File: config.mk
export PLATFORM = sky130hd
export DESIGN_NAME = mutating_degree_shift_register_top
export DESIGN_NICKNAME = d
export VERILOG_FILES = /design/src/hdl/mdsr_pkg.sv /design/src/hdl/mutating_degree_shift_register_top.sv
export VERILOG_INCLUDE_DIRS = /design/src /design/src/hdl
export SDC_FILE = /design/constraint.sdc
export NUM_CORES = 2
export LEC_CHECK = 0
export BUFFER_PORTS_ARGS = -buffer_cell sky130_fd_sc_hd__buf_4
export CORE_UTILIZATION = 45
export CTS_BUF_LIST = sky130_fd_sc_hd__clkbuf_16
export DETAILED_ROUTE_END_ITERATION = 8
export GPL_TIMING_DRIVEN = 0
export PLACE_DENSITY_LB_ADDON = 0.12
export SETUP_SLACK_MARGIN = 0.02
export SYNTH_ARGS = -nofsm -noshare
export SYNTH_HDL_FRONTEND = slang
export SYNTH_SLANG_ARGS = --single-unit
File: constraint.sdc
create_clock -name i_clk -period 20 [get_ports i_clk]
set_input_delay 1 -clock i_clk [delete_from_list [all_inputs] [get_ports i_clk]]
set_output_delay 1 -clock i_clk [all_outputs]
set_load 0.05 [all_outputs]
File: src/hdl/assert_macros.svh
// ----------------------------------------------------------------------------
// assert_macros.svh
// Assertion macros shared by the RTL; they compile away when SYNTH is defined.
// ----------------------------------------------------------------------------
`ifndef ASSERT_MACROS_SVH
`define ASSERT_MACROS_SVH

`ifndef SYNTH

// concurrent check, disabled while reset is low
`define ASSERT_PROP(lbl, clk, rstn, prop, msg) \
    lbl: assert property (@(posedge clk) disable iff (!(rstn)) prop) else $error(msg);

// concurrent check that is also active during reset
`define ASSERT_PROP_ALL(lbl, clk, prop, msg) \
    lbl: assert property (@(posedge clk) prop) else $error(msg);

`else

`define ASSERT_PROP(lbl, clk, rstn, prop, msg)
`define ASSERT_PROP_ALL(lbl, clk, prop, msg)

`endif

`endif

File: src/hdl/mdsr_pkg.sv
// ----------------------------------------------------------------------------
// mdsr_pkg
// Types, constants and the microcode program of the degree shift register.
// ----------------------------------------------------------------------------
package mdsr_pkg;

    // default register length
    localparam int MAX_LENGTH_DEF = 16;

    // configuration port
    localparam int CFG_IDX_W  = 3;
    localparam int CFG_DATA_W = 32;

    // pattern loaded on a reset edge and on a seed write
    localparam logic [7:0] LOAD_PATTERN = 8'hA5;

    // configuration reset values
    localparam logic [4:0]         STEP_LENGTH_RST = 5'd8;
    localparam logic [3:0]         CLASS_COUNT_RST = 4'd7;
    localparam logic signed [15:0] LEVEL_RST       = 16'sd4096;
    localparam logic [31:0]        GEN_RST         = 32'd1;

    // clamps
    localparam logic [3:0] CLASS_MAX = 4'd12;
    localparam logic [2:0] OCT_MAX   = 3'd4;

    // register indexes
    typedef enum logic [CFG_IDX_W-1:0] {
        CFG_STEP_LENGTH        = 3'd0,
        CFG_FLIP_THRESHOLD     = 3'd1,
        CFG_OCTAVE_COUNT       = 3'd2,
        CFG_SCALE_DEGREE_COUNT = 3'd3,
        CFG_OUTPUT_LEVEL       = 3'd4,
        CFG_SEED_VALUE         = 3'd5
    } t_cfg_idx;

    // datapath operations
    typedef enum logic [2:0] {
        OP_LATCH,
        OP_ROTATE,
        OP_MUL,
        OP_DIV,
        OP_MOD_END,
        OP_FRAC_END,
        OP_CV_START,
        OP_OUT
    } t_op;

    // sequencing conditions
    typedef enum logic [1:0] {
        C_WAIT_IN,
        C_JUMP,
        C_LOOP,
        C_WAIT_OUT
    } t_cond;

    localparam int PC_W = 4;
    typedef logic [PC_W-1:0] t_pc;

    // program steps
    localparam t_pc STEP_LATCH    = 4'd0;
    localparam t_pc STEP_ROTATE   = 4'd1;
    localparam t_pc STEP_MUL      = 4'd2;
    localparam t_pc STEP_MOD_DIV  = 4'd3;
    localparam t_pc STEP_MOD_END  = 4'd4;
    localparam t_pc STEP_FRAC_DIV = 4'd5;
    localparam t_pc STEP_FRAC_END = 4'd6;
    localparam t_pc STEP_CV_START = 4'd7;
    localparam t_pc STEP_CV_DIV   = 4'd8;
    localparam t_pc STEP_OUT      = 4'd9;

    // one control word
    typedef struct packed {
        t_op   op;
        t_cond cond;
        t_pc   target;
    } t_ucode;

    // control store
    function automatic t_ucode ucode_rom(input t_pc pc);
        t_ucode w;
        case (pc)
            STEP_LATCH:    w = '{op: OP_LATCH,    cond: C_WAIT_IN,  target: STEP_ROTATE};
            STEP_ROTATE:   w = '{op: OP_ROTATE,   cond: C_JUMP,     target: STEP_MUL};
            STEP_MUL:      w = '{op: OP_MUL,      cond: C_JUMP,     target: STEP_MOD_DIV};
            STEP_MOD_DIV:  w = '{op: OP_DIV,      cond: C_LOOP,     target: STEP_MOD_DIV};
            STEP_MOD_END:  w = '{op: OP_MOD_END,  cond: C_JUMP,     target: STEP_FRAC_DIV};
            STEP_FRAC_DIV: w = '{op: OP_DIV,      cond: C_LOOP,     target: STEP_FRAC_DIV};
            STEP_FRAC_END: w = '{op: OP_FRAC_END, cond: C_JUMP,     target: STEP_CV_START};
            STEP_CV_START: w = '{op: OP_CV_START, cond: C_JUMP,     target: STEP_CV_DIV};
            STEP_CV_DIV:   w = '{op: OP_DIV,      cond: C_LOOP,     target: STEP_CV_DIV};
            STEP_OUT:      w = '{op: OP_OUT,      cond: C_WAIT_OUT, target: STEP_LATCH};
            default:       w = '{op: OP_DIV,      cond: C_JUMP,     target: STEP_LATCH};
        endcase
        return w;
    endfunction

endpackage

File: src/hdl/mutating_degree_shift_register_top.sv
// ----------------------------------------------------------------------------
// mutating_degree_shift_register_top
// Looping random shift register sequencer that reports scale degrees.
//
// Each input transaction is one sample tick with clock and reset levels. A
// rising reset level reloads 0xA5 masked to the step length; a rising clock
// level rotates the register left, the recycled top bit inverted when an
// xorshift32 draw is below the flip threshold. Each tick gives one output
// transaction: register, degree, gate, trigger, bipolar CV and normalized
// degree. A microcoded sequencer drives one shared restoring divider that
// makes one quotient bit per cycle and is used three times per tick (degree
// modulo, degree fraction, CV). The result sits in an output register, so
// the next tick is taken while it waits. Configuration writes take effect
// at once; a seed write also reloads the register with 0xA5.
// ----------------------------------------------------------------------------
`include "assert_macros.svh"

module mutating_degree_shift_register_top #(
    parameter int MAX_LENGTH = mdsr_pkg::MAX_LENGTH_DEF
) (
    input  logic                             i_clk,
    input  logic                             i_rst_n,
    // input channel
    input  logic                             i_in_valid,
    output logic                             o_in_ready,
    input  logic                             i_clock_high,
    input  logic                             i_reset_high,
    // output channel
    output logic                             o_out_valid,
    input  logic                             i_out_ready,
    output logic [15:0]                      o_register_bits,
    output logic [5:0]                       o_scale_degree,
    output logic signed [15:0]               o_gate_value,
    output logic signed [15:0]               o_trigger_value,
    output logic signed [15:0]               o_bipolar_cv,
    output logic [15:0]                      o_degree_fraction,
    // configuration port
    input  logic                             i_cfg_wr_en,
    input  logic [mdsr_pkg::CFG_IDX_W-1:0]   i_cfg_addr,
    input  logic [mdsr_pkg::CFG_DATA_W-1:0]  i_cfg_wdata
);

    localparam int DIV_STEPS = (MAX_LENGTH > 16) ? MAX_LENGTH : 16;
    localparam int CNT_W     = $clog2(DIV_STEPS);
    localparam int DIVR_W    = (MAX_LENGTH + 1 > 7) ? MAX_LENGTH + 1 : 7;
    localparam int NUM_W     = (MAX_LENGTH + 17 > 23) ? MAX_LENGTH + 17 : 23;
    localparam int DIFF_W    = MAX_LENGTH + 2;
    localparam int PROD_W    = MAX_LENGTH + 18;
    localparam int MAG_W     = MAX_LENGTH + 17;
    localparam int LEN_W     = $clog2(MAX_LENGTH + 1);
    localparam int IDX_W     = $clog2(MAX_LENGTH);

    localparam logic [MAX_LENGTH+7:0] LOAD_EXT = {{MAX_LENGTH{1'b0}}, mdsr_pkg::LOAD_PATTERN};
    localparam logic [CNT_W-1:0]      CNT_LAST = CNT_W'(DIV_STEPS - 1);
    localparam logic [5:0]            LEN_HI   = 6'(MAX_LENGTH);

    // configuration registers
    logic [4:0]         r_step_length;
    logic [31:0]        r_flip_threshold;
    logic [2:0]         r_octave_count;
    logic [3:0]         r_scale_degree_count;
    logic signed [15:0] r_output_level;

    // sequencer state
    logic [MAX_LENGTH-1:0] r_pattern;
    logic [31:0]           r_gen;
    logic                  r_clk_seen;
    logic                  r_rst_seen;
    logic                  r_edge;
    mdsr_pkg::t_pc         r_pc;
    mdsr_pkg::t_pc         n_pc;
    logic [CNT_W-1:0]      r_cnt;

    // datapath registers
    logic [5:0]                r_span;
    logic signed [PROD_W-1:0]  r_prod;
    logic [DIVR_W-1:0]         r_rem;
    logic [DIVR_W-1:0]         r_div;
    logic [DIV_STEPS-1:0]      r_quo;
    logic [5:0]                r_degree;
    logic [15:0]               r_frac;
    logic                      r_cv_neg;
    logic [MAG_W-1:0]          r_cv_mag;

    // output register
    logic                      r_out_valid;
    logic [15:0]               r_out_bits;
    logic [5:0]                r_out_degree;
    logic signed [15:0]        r_out_gate;
    logic signed [15:0]        r_out_trig;
    logic signed [15:0]        r_out_cv;
    logic [15:0]               r_out_frac;

    // combinational signals
    mdsr_pkg::t_ucode          c_word;
    logic                      go;
    logic [5:0]                len_ext;
    logic [5:0]                len_cl;
    logic [LEN_W-1:0]          len;
    logic [LEN_W-1:0]          len_dec;
    logic [IDX_W-1:0]          top_idx;
    logic [MAX_LENGTH-1:0]     mask;
    logic [MAX_LENGTH-1:0]     reg_m;
    logic [31:0]               reg_ext;
    logic [31:0]               x1;
    logic [31:0]               x2;
    logic [31:0]               x3;
    logic [31:0]               draw;
    logic                      top_bit;
    logic                      new_bit;
    logic [MAX_LENGTH-1:0]     rot;
    logic [3:0]                cls;
    logic [2:0]                oct;
    logic [5:0]                span;
    logic signed [DIFF_W-1:0]  diff;
    logic signed [PROD_W-1:0]  prod;
    logic [PROD_W-1:0]         mag_full;
    logic [5:0]                deg_c;
    logic [5:0]                fdiv;
    logic [NUM_W-1:0]          start_num;
    logic [NUM_W-1:0]          start_sh;
    logic [DIVR_W-1:0]         start_den;
    logic [DIVR_W:0]           shifted;
    logic [DIVR_W:0]           sub;
    logic                      fits;
    logic [DIVR_W-1:0]         rem_next;
    logic [15:0]               q16;
    logic signed [15:0]        cv_val;

    // control word of the current step
    assign c_word     = mdsr_pkg::ucode_rom(r_pc);
    assign o_in_ready = (c_word.cond == mdsr_pkg::C_WAIT_IN);

    // step condition
    always_comb begin
        case (c_word.cond)
            mdsr_pkg::C_WAIT_IN:  go = i_in_valid;
            mdsr_pkg::C_WAIT_OUT: go = !r_out_valid || i_out_ready;
            default:              go = 1'b1;
        endcase
    end

    // next step
    always_comb begin
        case (c_word.cond)
            mdsr_pkg::C_WAIT_IN,
            mdsr_pkg::C_WAIT_OUT: n_pc = go ? c_word.target : r_pc;
            mdsr_pkg::C_LOOP:     n_pc = (r_cnt == CNT_LAST) ? r_pc + 4'd1 : c_word.target;
            default:              n_pc = c_word.target;
        endcase
    end

    // step length clamp and mask
    always_comb begin
        len_ext = {1'b0, r_step_length};
        if (len_ext < 6'd2) begin
            len_cl = 6'd2;
        end else if (len_ext > LEN_HI) begin
            len_cl = LEN_HI;
        end else begin
            len_cl = len_ext;
        end
        len     = len_cl[LEN_W-1:0];
        len_dec = len - LEN_W'(1);
        top_idx = len_dec[IDX_W-1:0];
        for (int i = 0; i < MAX_LENGTH; i++) begin
            mask[i] = (LEN_W'(i) < len);
        end
    end

    assign reg_m   = r_pattern & mask;
    assign reg_ext = 32'(reg_m);

    // xorshift32 draw and rotation
    assign x1      = r_gen ^ (r_gen << 13);
    assign x2      = x1 ^ (x1 >> 17);
    assign x3      = x2 ^ (x2 << 5);
    assign draw    = (x3 == 32'd0) ? 32'd1 : x3;
    assign top_bit = r_pattern[top_idx];
    assign new_bit = (draw < r_flip_threshold) ? ~top_bit : top_bit;
    assign rot     = {r_pattern[MAX_LENGTH-2:0], new_bit} & mask;

    // degree span
    assign cls  = (r_scale_degree_count > mdsr_pkg::CLASS_MAX) ? mdsr_pkg::CLASS_MAX
                                                                : r_scale_degree_count;
    assign oct  = (r_octave_count > mdsr_pkg::OCT_MAX) ? mdsr_pkg::OCT_MAX : r_octave_count;
    assign span = 6'(cls * (oct + 3'd1));

    // cv product: level * (2*reg - mask)
    assign diff = signed'({1'b0, reg_m, 1'b0}) - signed'({2'b00, mask});
    assign prod = PROD_W'(r_output_level) * PROD_W'(diff);

    // degree and fraction divisor
    assign deg_c    = (r_span == 6'd0) ? 6'd0 : r_rem[5:0];
    assign fdiv     = (r_span > 6'd1) ? r_span - 6'd1 : 6'd1;
    assign mag_full = r_prod[PROD_W-1] ? PROD_W'(-r_prod) : PROD_W'(r_prod);

    // divider start operands
    always_comb begin
        case (c_word.op)
            mdsr_pkg::OP_MUL: begin
                start_num = NUM_W'(reg_m);
                start_den = (span == 6'd0) ? DIVR_W'(1) : DIVR_W'(span);
            end
            mdsr_pkg::OP_MOD_END: begin
                start_num = (NUM_W'(deg_c) << 17) - (NUM_W'(deg_c) << 1) + NUM_W'(fdiv);
                start_den = DIVR_W'({fdiv, 1'b0});
            end
            default: begin
                start_num = (NUM_W'(r_cv_mag) << 1) + NUM_W'(mask);
                start_den = DIVR_W'({mask, 1'b0});
            end
        endcase
        start_sh = start_num >> DIV_STEPS;
    end

    // one restoring divide step
    assign shifted  = {r_rem, r_quo[DIV_STEPS-1]};
    assign sub      = shifted - {1'b0, r_div};
    assign fits     = (shifted >= {1'b0, r_div});
    assign rem_next = fits ? sub[DIVR_W-1:0] : shifted[DIVR_W-1:0];

    // cv rounding result with saturation
    assign q16    = r_quo[15:0];
    assign cv_val = r_cv_neg ? signed'(16'd0 - q16)
                             : (q16[15] ? 16'sh7FFF : signed'(q16));

    // sequencer and control state
    always_ff @(posedge i_clk) begin
        if (!i_rst_n) begin
            r_pc        <= mdsr_pkg::STEP_LATCH;
            r_cnt       <= '0;
            r_out_valid <= 1'b0;
        end else begin
            r_pc <= n_pc;
            if (c_word.op == mdsr_pkg::OP_DIV) begin
                r_cnt <= r_cnt + CNT_W'(1);
            end else begin
                r_cnt <= '0;
            end
            if (c_word.op == mdsr_pkg::OP_OUT && go) begin
                r_out_valid <= 1'b1;
            end else if (i_out_ready) begin
                r_out_valid <= 1'b0;
            end
        end
    end

    // configuration, edge flags, pattern and generator
    always_ff @(posedge i_clk) begin
        if (!i_rst_n) begin
            r_step_length        <= mdsr_pkg::STEP_LENGTH_RST;
            r_flip_threshold     <= '0;
            r_octave_count       <= '0;
            r_scale_degree_count <= mdsr_pkg::CLASS_COUNT_RST;
            r_output_level       <= mdsr_pkg::LEVEL_RST;
            r_pattern            <= LOAD_EXT[MAX_LENGTH-1:0];
            r_gen                <= mdsr_pkg::GEN_RST;
            r_clk_seen           <= 1'b0;
            r_rst_seen           <= 1'b0;
            r_edge               <= 1'b0;
        end else begin
            // transaction accepted: edge detect and reset load
            if (c_word.op == mdsr_pkg::OP_LATCH && go) begin
                if (i_reset_high && !r_rst_seen) begin
                    r_pattern <= LOAD_EXT[MAX_LENGTH-1:0] & mask;
                end
                r_rst_seen <= i_reset_high;
                r_edge     <= i_clock_high && !r_clk_seen;
                r_clk_seen <= i_clock_high;
            end
            // rotate on a clock edge
            if (c_word.op == mdsr_pkg::OP_ROTATE && r_edge) begin
                r_pattern <= rot;
                r_gen     <= draw;
            end
            // register writes
            if (i_cfg_wr_en) begin
                case (mdsr_pkg::t_cfg_idx'(i_cfg_addr))
                    mdsr_pkg::CFG_STEP_LENGTH:        r_step_length <= i_cfg_wdata[4:0];
                    mdsr_pkg::CFG_FLIP_THRESHOLD:     r_flip_threshold <= i_cfg_wdata;
                    mdsr_pkg::CFG_OCTAVE_COUNT:       r_octave_count <= i_cfg_wdata[2:0];
                    mdsr_pkg::CFG_SCALE_DEGREE_COUNT: r_scale_degree_count <= i_cfg_wdata[3:0];
                    mdsr_pkg::CFG_OUTPUT_LEVEL:       r_output_level <= signed'(i_cfg_wdata[15:0]);
                    mdsr_pkg::CFG_SEED_VALUE: begin
                        r_gen     <= (i_cfg_wdata == 32'd0) ? 32'd1 : i_cfg_wdata;
                        r_pattern <= LOAD_EXT[MAX_LENGTH-1:0];
                    end
                    default: ;
                endcase
            end
        end
    end

    // datapath
    always_ff @(posedge i_clk) begin
        case (c_word.op)
            mdsr_pkg::OP_MUL: begin
                r_span <= span;
                r_prod <= prod;
                r_rem  <= DIVR_W'(start_sh);
                r_quo  <= start_num[DIV_STEPS-1:0];
                r_div  <= start_den;
            end
            mdsr_pkg::OP_DIV: begin
                r_rem <= rem_next;
                r_quo <= {r_quo[DIV_STEPS-2:0], fits};
            end
            mdsr_pkg::OP_MOD_END: begin
                r_degree <= deg_c;
                r_rem    <= DIVR_W'(start_sh);
                r_quo    <= start_num[DIV_STEPS-1:0];
                r_div    <= start_den;
            end
            mdsr_pkg::OP_FRAC_END: begin
                r_frac   <= q16;
                r_cv_neg <= r_prod[PROD_W-1];
                r_cv_mag <= mag_full[MAG_W-1:0];
            end
            mdsr_pkg::OP_CV_START: begin
                r_rem <= DIVR_W'(start_sh);
                r_quo <= start_num[DIV_STEPS-1:0];
                r_div <= start_den;
            end
            default: ;
        endcase
    end

    // output register load
    always_ff @(posedge i_clk) begin
        if (c_word.op == mdsr_pkg::OP_OUT && go) begin
            r_out_bits   <= reg_ext[15:0];
            r_out_degree <= r_degree;
            r_out_gate   <= reg_m[0] ? r_output_level : 16'sd0;
            r_out_trig   <= r_edge ? r_output_level : 16'sd0;
            r_out_cv     <= cv_val;
            r_out_frac   <= r_frac;
        end
    end

    assign o_out_valid       = r_out_valid;
    assign o_register_bits   = r_out_bits;
    assign o_scale_degree    = r_out_degree;
    assign o_gate_value      = r_out_gate;
    assign o_trigger_value   = r_out_trig;
    assign o_bipolar_cv      = r_out_cv;
    assign o_degree_fraction = r_out_frac;

    // checks
    `ASSERT_PROP(a_accept_starts_program, i_clk, i_rst_n, (i_in_valid && o_in_ready) |=> (r_pc == mdsr_pkg::STEP_ROTATE), "accepted transaction did not start the program")
    `ASSERT_PROP(a_rem_below_divisor, i_clk, i_rst_n, (c_word.op == mdsr_pkg::OP_DIV) |-> (r_rem < r_div), "divider remainder not below divisor")
    `ASSERT_PROP(a_out_from_out_step, i_clk, i_rst_n, $rose(r_out_valid) |-> ($past(r_pc) == mdsr_pkg::STEP_OUT), "output valid rose outside the output step")
    `ASSERT_PROP(a_div_count_starts_zero, i_clk, i_rst_n, ((c_word.op == mdsr_pkg::OP_DIV) && ($past(c_word.op) != mdsr_pkg::OP_DIV)) |-> (r_cnt == '0), "divide loop started with nonzero count")

endmodule
# Yosys cells after proc, flatten, opt, wreduce, memory -nomap -nowiden
# Memory sizes are Yosys's and may differ from the RTL's. A register that Yosys moved wholly into a read port is not among the register bits.
# Cells that the tools add are included.
[classes]
eq_ne = 16
reduce_logical = 26
add_sub_neg = 12
n_bitwise = 6
mux = 36
mul = 2
n_lt_le_gt_ge = 24
[op_table]
columns = ["operator", "n"]
rows = [
  ["$mux W32", 6],
  ["$mux W16", 6],
  ["$pmux W17 S2", 2],
  ["$pmux W33 S2", 1],
  ["$logic_not A32 Y1", 2],
  ["$xor A32 B32 Y32", 2],
  ["$lt A4 B5 Y1 const A", 8],
  ["$mul A16 B18 Y34", 1],
  ["$add A33 B16 Y33", 1],
  ["$and A16 B16 Y16", 2],
  ["$lt A32 B32 Y1", 1],
  ["$neg A32 Y32", 1],
  ["$pmux W16 S2", 1],
  ["$xor A32 B15 Y32", 1],
  ["$add A24 B7 Y25", 1],
  ["$sub A23 B7 Y24", 1],
  ["$lt A3 B5 Y1 const A", 4],
  ["$mux W4", 5],
  ["$eq A3 B3 Y1 const B", 6],
  ["$ge A18 B17 Y1", 1],
  ["$mux W6", 3],
  ["$sub A17 B16 Y18", 1],
  ["$mux W17", 1],
  ["$sub A17 B17 Y17", 1],
  ["other kinds (37)", 63],
]
[totals]
inputBits = 42
mem_bits_ro = 144
ff_bits = 351
memories = 1
out_inout_bits = 88
elab_cells = 151
[memory_table]
columns = ["memory", "depth", "width", "read_ports", "rd_ports_with_merged_regs", "write_ports", "line_no", "text"]
rows = [
  ["(name not given)", 16, 9, 1, 1, 0, "mdsr_pkg.sv:82", "case (pc)"],
]

# Depth between registers and ports, before layout
[logic_depth]
word_depth = 12
ltp_mapped = 37
mapped_depth_nobuf = 35

# Least setup slack after synthesis
# No wires, ideal clock.
[synth_path]
path_type = "register to register"
start = "register r_step_length[2]"
end = "register r_prod[33] (data pin)"
path_stages_with_launch = 36
required_time_ps = 19740
setup_ps = 260
arrival_ps = 8644
synth_period_minus_slack_ps = 8904
n_path_buf = 2
slack_ps = 11096
cell_sequence = "dfxtp_1 clkbuf_1 nor2_1 and3_1 nor2_1 nand2_1 inv_1 ha_1 a21oi_1 nor2_1 a211o_1 a21oi_1 o21ai_1 a31o_2 a221oi_2 clkbuf_1 nand2_1 fa_1 inv_1 fa_1 fa_1 fa_1 fa_1 inv_1 fa_1 inv_1 ha_1 nand4_1 nor2_1 a21boi_0 o211ai_1 a31oi_1 nand4_1 nand4b_1 a21oi_1 xnor2_1"
[synth_between]
elab_chain_cells = 7
elab_cells_between_ends = 23
cone_classes = "add/sub: 1; mul: 1; order compare: 18; mux: 2; bitwise: 1"
[synth_lines]
columns = ["item", "line_no", "text"]
rows = [
  ["start, declared", "mutating_degree_shift_register_top.sv:58", "logic [4:0] r_step_length;"],
  ["start signal, assigned", "mutating_degree_shift_register_top.sv:252", "r_step_length <= mdsr_pkg::STEP_LENGTH_RST;"],
  ["start signal, assigned", "mutating_degree_shift_register_top.sv:280", "mdsr_pkg::CFG_STEP_LENGTH: r_step_length <= i_cfg_wdata[4:0];"],
  ["$gt A5 B5 Y1", "mutating_degree_shift_register_top.sv:158", "end else if (len_ext > LEN_HI) begin"],
  ["$mux W5", "mutating_degree_shift_register_top.sv:158", ""],
  ["$mux W5 (*)", "mutating_degree_shift_register_top.sv:156", "if (len_ext < 6'd2) begin"],
  ["$lt A4 B5 Y1 (*)", "mutating_degree_shift_register_top.sv:167", "mask[i] = (LEN_W'(i) < len);"],
  ["$and A16 B16 Y16 (*)", "mutating_degree_shift_register_top.sv:171", "assign reg_m = r_pattern & mask;"],
  ["via reg_m[8]", "mutating_degree_shift_register_top.sv:103", "logic [MAX_LENGTH-1:0] reg_m;"],
  ["$sub A17 B16 Y18 (*)", "mutating_degree_shift_register_top.sv:190", "assign diff = signed'({1'b0, reg_m, 1'b0}) - signed'({2'b00, mask});"],
  ["$mul A16 B18 Y34 (*)", "mutating_degree_shift_register_top.sv:191", "assign prod = PROD_W'(r_output_level) * PROD_W'(diff);"],
  ["via prod[33]", "mutating_degree_shift_register_top.sv:116", "logic signed [PROD_W-1:0] prod;"],
  ["end signal, assigned", "mutating_degree_shift_register_top.sv:300", "r_prod <= prod;"],
  ["end, declared", "mutating_degree_shift_register_top.sv:76", "logic signed [PROD_W-1:0] r_prod;"],
]
# Mark *: on every way through the listed nets, which the timed path passes. The rest lies on a longest branch.
# A chain may end at the register's enable or synchronous reset.

# Worst setup path after layout
# Same ends and word-level chain as after synthesis.

==> qor.yml <==
drive_gt1_frac: 0.07361
p_per_area_nw_per_um2: 98.25
status: "finished, final reports clean"
hold_viol_final: 0
period_share: 0.5909
grt_max_degree: 52
vdd_drop_max_mv: 0.06477
postRouteWirelength_um: 91750
ant_nets: 0
synth_area_leaders: "edfxtp_1 (22%), fa_1 (19%), dfxtp_1 (8.3%)"
place.gp.congestion: 1.009
grt_overflow_total: 0
clock_skew_ns: 0.04949
cts_buffers: 45
ys.flop_type: "edfxtp_1"
crit_top_cell: "fa_1"
yosys.area.top_type: "edfxtp_1"
clk_pin_slew_ns: 0.06
ys_top_cells_by_count: "inv_1 (459), nand2_1 (422), fa_1 (298)"
min_path_type: "reg -> reg"
yosysMostFrequentCell: "inv_1"
dp_hpwl_um: 74910
slowest_delay_ns: 0.96
fmax_ghz: 0.08462
hold_buffers: 0
utilization: 0.5080
max_slew.worst_pin.slew_ns: 1.324
clk_root_buffer_cell: "clkbuf_16"
grt_antenna_before_repair: 2
dr.pass1.iters: 5
relSlewSlack: 0.1111
tns_ns: 0
initial_utilization: 0.4547
grt_pass1_wl_um: 141100
period_needed_ns: 11.82
synth_top_area_share: 0.2218
worst-setup-path-type: "reg -> reg"
area_growth_pct: 11.70
p_total_mw: 3.417
viasPerCell: 5.433
grt_pass1_vias: 24290
drc_errors: 0
nNetsFinal: 4030
die_y_um: 265.0
die_w_um: 265.0
slowest_stage: "fa_1"
rsz0062_at_grt: "no"
synthesis.area_um2: 31130
core-area_um2: 68470
yosysWarnings: 0
syn_inst: 3312
critical_path_arrival_ns: 12.10
routedWlPerCell_um: 20.78
syn_avg_cell_area_um2: 9.400
ioPinCount: 130
vias: 23990
p_leak_nw: 15.06
clock_sinks: 359
cts_setup_buffers: 0
ys_ff_latch: 359
crit_fanout: 10
fillCellCount: 6471
slew_violations: 0
track_usage: 0.2615
num_rows: 96
ctsLongestPathBuffers: 3
cts_tree: "built"
clk_latency_ns: 0.59
holdWs_ns: 0.4127
netlist-cell-type-count: 81
timing.final.setup_violations: 0
async_reset_ff_frac: 0
synth-edff-count: 230
post_cts_resized: 0
critPathLaunchType: "flip-flop"
drv_cap: 0
htree_levels: 2
required_ns: 20.28
critical_path.endpoint_type: "flip-flop"
yosysSeqAreaShare: 0.3048
numPortBuffers: 129
die_area_um2: 70240
drt_iter0_drc: 1660
## critical path, delay by kind of cell, from the launching register on
kind	cells	cell delay [ns]
xor gates and xnor gates	1	0.42
buffers and inverters	6	1.34
DFF	1	0.39
adders and majority gates	8	4.45
AOI/OAI and AO/OA	10	2.91
and+or+nand+nor	10	1.97
## worst paths after layout
kind / startpoint / end / slack, ns / cells after the start
min: r_frac[7] / o_degree_fraction[7] / 0.41 / 0
min reg2reg: r_frac[7] / o_degree_fraction[7] / 0.41 / 0
max: r_step_length[2] / r_prod[33] / 8.18 / 35
max reg2reg: r_step_length[2] / r_prod[33] / 8.18 / 35
## cells in the final DEF, fill, tap and decap left out, drive strengths merged, types with 23 or more instances in the layout
master,instances
ha,193
buf,143
nand2b,25
o21ai,99
mux2i,36
xor2,46
o211ai,33
nand3,55
fa,298
inv,470
a21o,42
clkinv,23
xnor2,143
nor3,42
and2,164
clkbuf,182
or3,25
a31oi,25
nor2,201
nor2b,24
a21oi,209
edfxtp,230
dfxtp,129
nand2,422
## registers in the layout, indices dropped and copies added (netlist names), 9 cells and up
| name | flops |
|---|---|
| r_prod | 33 |
| r_cv_mag | 32 |
| r_flip_threshold | 32 |
| r_gen | 32 |
| r_div | 17 |
| r_rem | 17 |
| o_bipolar_cv | 16 |
| o_degree_fraction | 16 |
| o_gate_value | 16 |
| o_register_bits | 16 |
| o_trigger_value | 16 |
| q16 | 16 |
| r_frac | 16 |
| r_output_level | 16 |
| r_pattern | 16 |
| c_word | 9 |
## cell type report
| cell class | count | area [µm²] | share of cell area |
|---|---|---|---|
| Multi-Input combinational cell | 2347 | 19390 | 0.5575 |
| Sequential cell | 359 | 9489 | 0.2729 |
| Inverter | 465 | 1748 | 0.05026 |
| Clock buffer | 46 | 1151 | 0.03310 |
| Tap cell | 882 | 1104 | 0.03173 |
| Timing Repair Buffer | 133 | 1056 | 0.03037 |
| Buffer | 146 | 555.5 | 0.01597 |
| Clock inverter | 36 | 279.0 | 0.008023 |
| Antenna cell | 2 | 5.005 | 0.0001439 |
## through the flow
step                instances  instance area, µm²  setup WS [ns]
floorplan                3317               31150          11.10
CTS                      4414               34770          8.129
global route             4414               34770          7.491
global placement         4328               33220          8.349
finish                   4416               34780          8.182
detailed placement       4332               33340          8.181
## per-layer routing
layer | track usage | part of all wire
met5 | 0 | 0
met1 | 0.3576 | 0.45
met4 | 0.08139 | 0.030
met3 | 0.03055 | 0.050
met2 | 0.4342 | 0.47
## power by group
part           internal, mW  switching [mW]  leakage, nW
Sequential            0.923          0.0759         3.20
Clock                 0.458           0.333        0.712
Combinational         0.612            1.02         11.1
## logic make-up after synthesis
logic type                 after synthesis  share of synthesized area
adders and majority gates              491                     0.2692
and+or+nand+nor                       1049                     0.1612
xor gates and xnor gates               203                    0.06354
muxes                                   45                    0.01628
AOI/OAI and AO/OA                      552                     0.1109
DFF                                    359                     0.3048
buffers and inverters                  611                    0.07387
other                                    2                  0.0002412
No activity file was read; power rests on OpenSTA's default activity.
